### src/design/isb_pkg.sv
// ----------------------------------------------------------------------------
// isb_pkg
// Shared field widths and item kind codes for the interrupt slot balancer.
// ----------------------------------------------------------------------------
package isb_pkg;

	localparam int INTERVAL_W = 16;
	localparam int SLOT_W     = 7;

	// item kinds carried in tuser on the input side
	localparam logic KIND_OPEN  = 1'b0;
	localparam logic KIND_CLOSE = 1'b1;

	localparam int IN_DATA_W  = ((INTERVAL_W + SLOT_W + 7) / 8) * 8;
	localparam int OUT_DATA_W = ((SLOT_W + 7) / 8) * 8;

endpackage

### src/design/interrupt_slot_balancer.sv
// ----------------------------------------------------------------------------
// interrupt_slot_balancer
// Per-slot load counters for an interrupt schedule tree. An open beat picks
// the least loaded slot of its polling level and counts it up, a close beat
// counts the named slot down. Counters saturate and flag an error.
// ----------------------------------------------------------------------------
// Open: the p slots of one polling level (p = scanned level size, at most
// SLOTS/2) are read through the counter RAM read port into one load
// comparator, then ST_DRAIN and ST_UPD follow. Close, or open with interval
// zero: at most one slot is scanned. One beat in work at a time; a finished
// result may wait in the output register while the next is taken. After
// reset the counter RAM is cleared one entry a cycle, with s_tready low.
// ----------------------------------------------------------------------------
module interrupt_slot_balancer
	import isb_pkg::*;
#(
	parameter int SLOTS      = 128,
	parameter int LOAD_WIDTH = 16
) (
	input  logic                  clk,
	input  logic                  arst_n,
	input  logic                  s_tvalid,
	output logic                  s_tready,
	input  logic [IN_DATA_W-1:0]  s_tdata,  // interval[15:0], release_slot[22:16], zero fill
	input  logic                  s_tuser,  // kind
	output logic                  m_tvalid,
	input  logic                  m_tready,
	output logic [OUT_DATA_W-1:0] m_tdata,  // chosen_slot[6:0], zero fill
	output logic                  m_tuser   // load_error
);

	localparam int SW = $clog2(SLOTS);

	function automatic int top_level_f();
		int p;
		p = 1;
		while ((p * 2) <= (SLOTS / 2))
			p = p * 2;
		return p;
	endfunction

	localparam int TOP = top_level_f();
	localparam logic [SW-1:0] TOP_IDX  = SW'(TOP);
	localparam logic [SW-1:0] LAST_IDX = SW'(SLOTS - 1);
	localparam logic [LOAD_WIDTH-1:0] LOAD_MAX = {LOAD_WIDTH{1'b1}};

	localparam logic [2:0] ST_CLEAR = 3'd0;
	localparam logic [2:0] ST_IDLE  = 3'd1;
	localparam logic [2:0] ST_SCAN  = 3'd2;
	localparam logic [2:0] ST_DRAIN = 3'd3;
	localparam logic [2:0] ST_UPD   = 3'd4;

	logic [2:0]            state_q;
	logic [SW-1:0]         addr_q;
	logic [SW-1:0]         last_q;
	logic                  kind_q;
	logic                  bad_q;
	logic [SLOT_W-1:0]     rel_q;
	logic                  first_q;
	logic                  rd_vld_s1;
	logic [SW-1:0]         rd_idx_s1;
	logic [LOAD_WIDTH-1:0] rdata_q;
	logic [LOAD_WIDTH-1:0] best_load_q;
	logic [SW-1:0]         best_idx_q;
	logic                  out_vld_q;
	logic [SLOT_W-1:0]     out_slot_q;
	logic                  out_err_q;

	logic [INTERVAL_W-1:0] in_interval;
	logic [SLOT_W-1:0]     in_rel;
	logic                  accept;
	logic                  out_free;
	logic [SW-1:0]         level;
	logic                  rel_bad;

	logic                  we;
	logic [SW-1:0]         waddr;
	logic [LOAD_WIDTH-1:0] wdata;
	logic                  upd_err;

	logic [LOAD_WIDTH-1:0] mem [SLOTS];

	assign in_interval = s_tdata[INTERVAL_W-1:0];
	assign in_rel      = s_tdata[INTERVAL_W+SLOT_W-1:INTERVAL_W];
	assign s_tready    = (state_q == ST_IDLE);
	assign accept      = s_tvalid && s_tready;
	assign out_free    = !out_vld_q || m_tready;
	assign rel_bad     = (32'(in_rel) >= 32'(SLOTS));

	// largest power of two not above min(interval, TOP); zero for interval zero
	always_comb begin
		level = '0;
		if (32'(in_interval) >= 32'(TOP)) begin
			level = TOP_IDX;
		end else begin
			for (int i = 0; i < SW; i++) begin
				if (in_interval[i])
					level = SW'(1) << i;
			end
		end
	end

	always_comb begin
		we      = 1'b0;
		waddr   = best_idx_q;
		wdata   = best_load_q;
		upd_err = 1'b0;
		if (state_q == ST_CLEAR) begin
			we    = 1'b1;
			waddr = addr_q;
			wdata = '0;
		end else if (state_q == ST_UPD) begin
			if (bad_q) begin
				upd_err = 1'b1;
			end else if (kind_q == KIND_OPEN) begin
				if (best_load_q == LOAD_MAX)
					upd_err = 1'b1;
				else
					wdata = best_load_q + 1'b1;
			end else begin
				if (best_load_q == '0)
					upd_err = 1'b1;
				else
					wdata = best_load_q - 1'b1;
			end
			we = out_free && !upd_err;
		end
	end

	always_ff @(posedge clk) begin
		if (we)
			mem[waddr] <= wdata;
		rdata_q <= mem[addr_q];
	end

	// first strictly smaller load wins, so ties keep the lowest slot
	always_ff @(posedge clk) begin
		if (rd_vld_s1 && (first_q || (rdata_q < best_load_q))) begin
			best_load_q <= rdata_q;
			best_idx_q  <= rd_idx_s1;
		end
		rd_idx_s1 <= addr_q;
		if (state_q == ST_UPD && out_free) begin
			out_slot_q <= (kind_q == KIND_OPEN) ? SLOT_W'(best_idx_q) : rel_q;
			out_err_q  <= upd_err;
		end
		if (accept) begin
			kind_q <= s_tuser;
			rel_q  <= in_rel;
			bad_q  <= (s_tuser == KIND_CLOSE) && rel_bad;
		end
	end

	always_ff @(posedge clk or negedge arst_n) begin
		if (!arst_n) begin
			state_q   <= ST_CLEAR;
			addr_q    <= '0;
			last_q    <= '0;
			first_q   <= 1'b0;
			rd_vld_s1 <= 1'b0;
			out_vld_q <= 1'b0;
		end else begin
			rd_vld_s1 <= (state_q == ST_SCAN);
			if (rd_vld_s1)
				first_q <= 1'b0;
			if (state_q == ST_UPD && out_free)
				out_vld_q <= 1'b1;
			else if (m_tready)
				out_vld_q <= 1'b0;
			unique case (state_q)
				ST_CLEAR: begin
					if (addr_q == LAST_IDX)
						state_q <= ST_IDLE;
					else
						addr_q <= addr_q + 1'b1;
				end
				ST_IDLE: begin
					if (accept) begin
						first_q <= 1'b1;
						if (s_tuser == KIND_CLOSE) begin
							addr_q  <= SW'(in_rel);
							last_q  <= SW'(in_rel);
							state_q <= rel_bad ? ST_UPD : ST_SCAN;
						end else if (level == '0) begin
							addr_q  <= '0;
							last_q  <= '0;
							state_q <= ST_SCAN;
						end else begin
							addr_q  <= level;
							last_q  <= level + (level - 1'b1);
							state_q <= ST_SCAN;
						end
					end
				end
				ST_SCAN: begin
					if (addr_q == last_q)
						state_q <= ST_DRAIN;
					else
						addr_q <= addr_q + 1'b1;
				end
				ST_DRAIN: begin
					state_q <= ST_UPD;
				end
				ST_UPD: begin
					if (out_free)
						state_q <= ST_IDLE;
				end
				default: begin
					state_q <= ST_IDLE;
				end
			endcase
		end
	end

	assign m_tvalid = out_vld_q;
	assign m_tdata  = OUT_DATA_W'(out_slot_q);
	assign m_tuser  = out_err_q;

endmodule

### config.mk
export PLATFORM = sky130hd
export DESIGN_NAME = interrupt_slot_balancer
export DESIGN_NICKNAME = d
export VERILOG_FILES = /design/src/design/isb_pkg.sv /design/src/design/interrupt_slot_balancer.sv
export SDC_FILE = /design/constraint.sdc
export NUM_CORES = 2
export LEC_CHECK = 0
export ABC_CLOCK_PERIOD_IN_PS = 26800
export BUFFER_PORTS_ARGS = -buffer_cell sky130_fd_sc_hd__buf_2
export CORE_ASPECT_RATIO = 1.5
export CORE_UTILIZATION = 35
export DETAILED_ROUTE_END_ITERATION = 8
export HOLD_SLACK_MARGIN = 0.12
export SETUP_SLACK_MARGIN = 0.15
export SYNTH_ARGS = -nofsm -noshare
export SYNTH_HDL_FRONTEND = slang
export SYNTH_SLANG_ARGS = --single-unit
### constraint.sdc
create_clock -name clk -period 26.8 [get_ports clk]
set_input_delay 2.68 -clock clk [delete_from_list [all_inputs] [get_ports clk]]
set_output_delay 2.68 -clock clk [all_outputs]
set_load 0.02 [all_outputs]
==> results by group <==
Clocking
  – CTS resizes: 0
  – CTS tree: yes
  – Root Driver: clkbuf_16
  – Sink Count: 2130
  – Clk slew on worst S/H paths: 0.07 ns
  – Hold buffer count at CTS: 0
  – Postcts setup bufs: 0
  – CTS Buffer Depth: 4
  – Clk_lat worst skew: 0.83 ns
  – Num CTS Buffers: 187
  – H-tree Lvls: 4

Synthesis
  – Main combinational cell family by area after synthesis: multiplexers
  – Ys flop type: edfxtp_1
  – List of most frequent post-synthesis cells: edfxtp_1 (2087), mux4_2 (533), nor2_1 (180)
  – Most common cell in the synthesized netlist: edfxtp_1
  – Synth Warn #: 0
  – Yosys cell types: 74
  – Yosys top cell by area: edfxtp_1
  – Post-synthesis xor/xnor area fraction: 0.00116
  – Largest cells by area after synthesis: edfxtp_1 (75%), mux4_2 (14%), mux2i_1 (1.2%)
  – Yosys top cell area share: 0.752
  – #FFs+latches synth: 2130
  – Synth Instances: 3919
  – Number of synthesized flops with an enable pin: 2087
  – Adder-Cell Fraction of Synth Area: 0.00300
  – Mux contribution to synthesized area: 0.161
  – Net Count, Synth: 3968
  – Simple-Gate Fraction of Synth Area: 0.0243
  – Area fraction in compound gates after synthesis: 0.0310
  – Post-synthesis async set-or-reset flop share: 0.00939
  – Register area share after synthesis: 0.763
  – Syn Std Cell Area: 83400 um^2
  – Syn avg cell area: 21.3 um^2

Setup path
  – Worst r2r src: addr_q[1]$_DFFE_PN0P_
  – Reg-to-reg slack, setup: 20.91 ns
  – R2r endpoint: rdata_q[6]$_DFF_P_
  – Kind of critical path: reg2reg
  – Worst Path Arrival: 6.56 ns
  – Setup crit start kind: flop
  – Crit path required time: 27.47 ns
  – Crit. End Element: flop
  – Worst reg2reg path depth: 8
  – CP max FO: 129

Die
  – Area of the core: 237000 um^2
  – Die Ht: 600 um
  – Die width: 401 um
  – Die area: 240000 um^2
  – I/O pins: 40
  – Site Rows: 219
  – Starting Density: 0.352

Min path
  – Worst hold endpoint: best_idx_q[1]$_DFFE_PP_
  – Worst hold path depth: 0
  – Worst hold start: rd_idx_s1[1]$_DFF_P_
  – Min-Delay Path Class: reg2reg

Routing
  – Final ANT Viol Nets: 0
  – Via density: 5.52
  – Post-DR wirelength/cell: 29.5 um
  – Drt total wl: 217000 um
  – Drt first-iter violations: 4194
  – Via count: 40600
  – DRC Markers: 0
  – DR pass1 iterations: 6

Global route
  – GR Util All Layers: 0.179
  – Pin count of the biggest net entering global routing: 130
  – Grt total ovfl: 0
  – Vias in the first global route: 41800
  – Initial antenna violation count: 2
  – First-pass GRT wire length: 309000 um

Layout
  – Fin util: 0.397
  – Register area: 63600 um^2
  – # fillers: 20800
  – Multi-input gate area: 18800 um^2
  – Layout cells sized above 1: 0.275
  – Area Overhead vs Synth: 12.8%
  – # nets final: 4171

STA
  – RSZ-0062 raised after global routing: false
  – Final min period: 5.89 ns
  – Max_slew headroom: 0.0723
  – Final hold vios: 0
  – Final Cycle Share: 0.220
  – Fmax: 0.170 GHz
  – Worst Skew: 0.0508 ns
  – TNS Setup: 0 ns
  – Worst Tran Pin Value: 1.39 ns
  – Final setup violation count: 0
  – Pins Over Slew Limit: 0

Placed design
  – Routability cong.: 0.852
  – HPWL Detailed: 129000 um
  – Count of input and output buffers: 37

Power
  – Pwr dens: 66.8 nW/um^2
  – Peak supply drop: 0.0000543 V
  – LEAKAGE: 25.1 nW

Job
  – Number of max-cap violations: 0

Outcome
  – Outcome: completed
[layer usage]
| metal | wire [um] | part of all wire | global-route usage |
|---|---|---|---|
| met5 | 0 | 0 | 0 |
| met3 | 12400 | 0.057 | 0.0240 |
| met2 | 114000 | 0.52 | 0.320 |
| met1 | 79900 | 0.37 | 0.213 |
| met4 | 10800 | 0.050 | 0.0833 |
[through the flow]
step | total power, mW | cell area [um^2] | setup WS (ns) | cells | hold WS, ns
2_1_floorplan | 3.67 | 83400 | 15.54 | 3919 | 0.342
3_3_place_gp | 3.68 | 88100 | 20.88 | 7027 | 0.386
3_5_place_dp | 3.68 | 88100 | 20.86 | 7027 | 0.389
4_1_cts | 6.32 | 94000 | 20.88 | 7360 | 0.405
5_1_grt | 6.42 | 94000 | 20.76 | 7361 | 0.414
6_report | 6.28 | 94000 | 20.91 | 7361 | 0.405
[registers in the layout, summed over array words and instances, names as in the netlist, 3 cells and up]
name and flops:
last_q 7, state_q 3, rel_q 7, mem 2048
rdata_q 16, out_slot_q 7, rd_idx_s1 7, best_idx_q 7
addr_q 7, best_load_q 16
[report_power, final]
part,switching [mW],internal (mW)
Combinational,0.00398,0.00222
Sequential,0.00000000000000000877,3.60
Clock,1.20,1.48
[layout make-up]
cell class                      count  share of cell area
Sequential cell                  2130               0.677
Multi-Input combinational cell   1548               0.200
Tap cell                         3094              0.0412
Clock inverter                    109              0.0107
Inverter                           28             0.00114
Timing Repair Buffer              227              0.0181
Clock buffer                      224              0.0521
Antenna cell                        1           0.0000266
[cells by family (layout without fill, tap and decap cells)]
| family | Yosys count | after routing |
|---|---|---|
| adder cells (fa/ha/maj) | 20 | 20 |
| AO/OA/AOI/OAI | 397 | 397 |
| other | 1 | 2 |
| buffers and inverters | 241 | 588 |
| AND/OR/NAND/NOR | 446 | 446 |
| flip-flops | 2130 | 2130 |
| multiplexers | 673 | 673 |
| XOR/XNOR | 11 | 11 |
[critical path: stages (launching register included)]
cell and delay, ns:
dfrtp_4 0.80, buf_12 0.68, buf_4 0.65, buf_4 0.79, buf_4 0.75, mux4_2 0.42
mux4_2 0.57, a221oi_1 0.75, o21ai_1 0.11
[worst max-delay path by stage]
stage / depth (start not counted) / start / slack, ns / to
after global routing: 8 / addr_q[1]$_DFFE_PN0P_ / 20.76 / rdata_q[6]$_DFF_P_
after floorplan: 6 / best_load_q[6]$_DFFE_PP_ / 15.54 / mem[0][10]$_DFFE_PP_
after global placement: 8 / addr_q[1]$_DFFE_PN0P_ / 20.88 / rdata_q[6]$_DFF_P_
final: 8 / addr_q[1]$_DFFE_PN0P_ / 20.91 / rdata_q[6]$_DFF_P_
after detailed placement: 8 / addr_q[1]$_DFFE_PN0P_ / 20.86 / rdata_q[6]$_DFF_P_
after CTS: 8 / addr_q[1]$_DFFE_PN0P_ / 20.88 / rdata_q[6]$_DFF_P_
[layout by cell type, fill, tap and decap left out, types with 20 or more instances in the layout]
cell | Yosys | final
nand2_1 | 127 | 127
clkinv_1 | 0 | 40
mux2_2 | 41 | 41
mux2i_1 | 99 | 99
o21ai_0 | 73 | 65
nor2_2 | 0 | 68
ha_1 | 20 | 20
a22oi_1 | 74 | 74
clkbuf_1 | 67 | 31
mux4_2 | 533 | 533
buf_2 | 52 | 37
edfxtp_1 | 2087 | 2087
clkinv_2 | 0 | 37
inv_1 | 28 | 27
clkbuf_16 | 0 | 189
a21oi_1 | 108 | 106
buf_4 | 47 | 183
nand3_1 | 31 | 31
nor2_1 | 180 | 110
dfxtp_1 | 23 | 23
No activity file was read; power rests on OpenSTA's default activity.
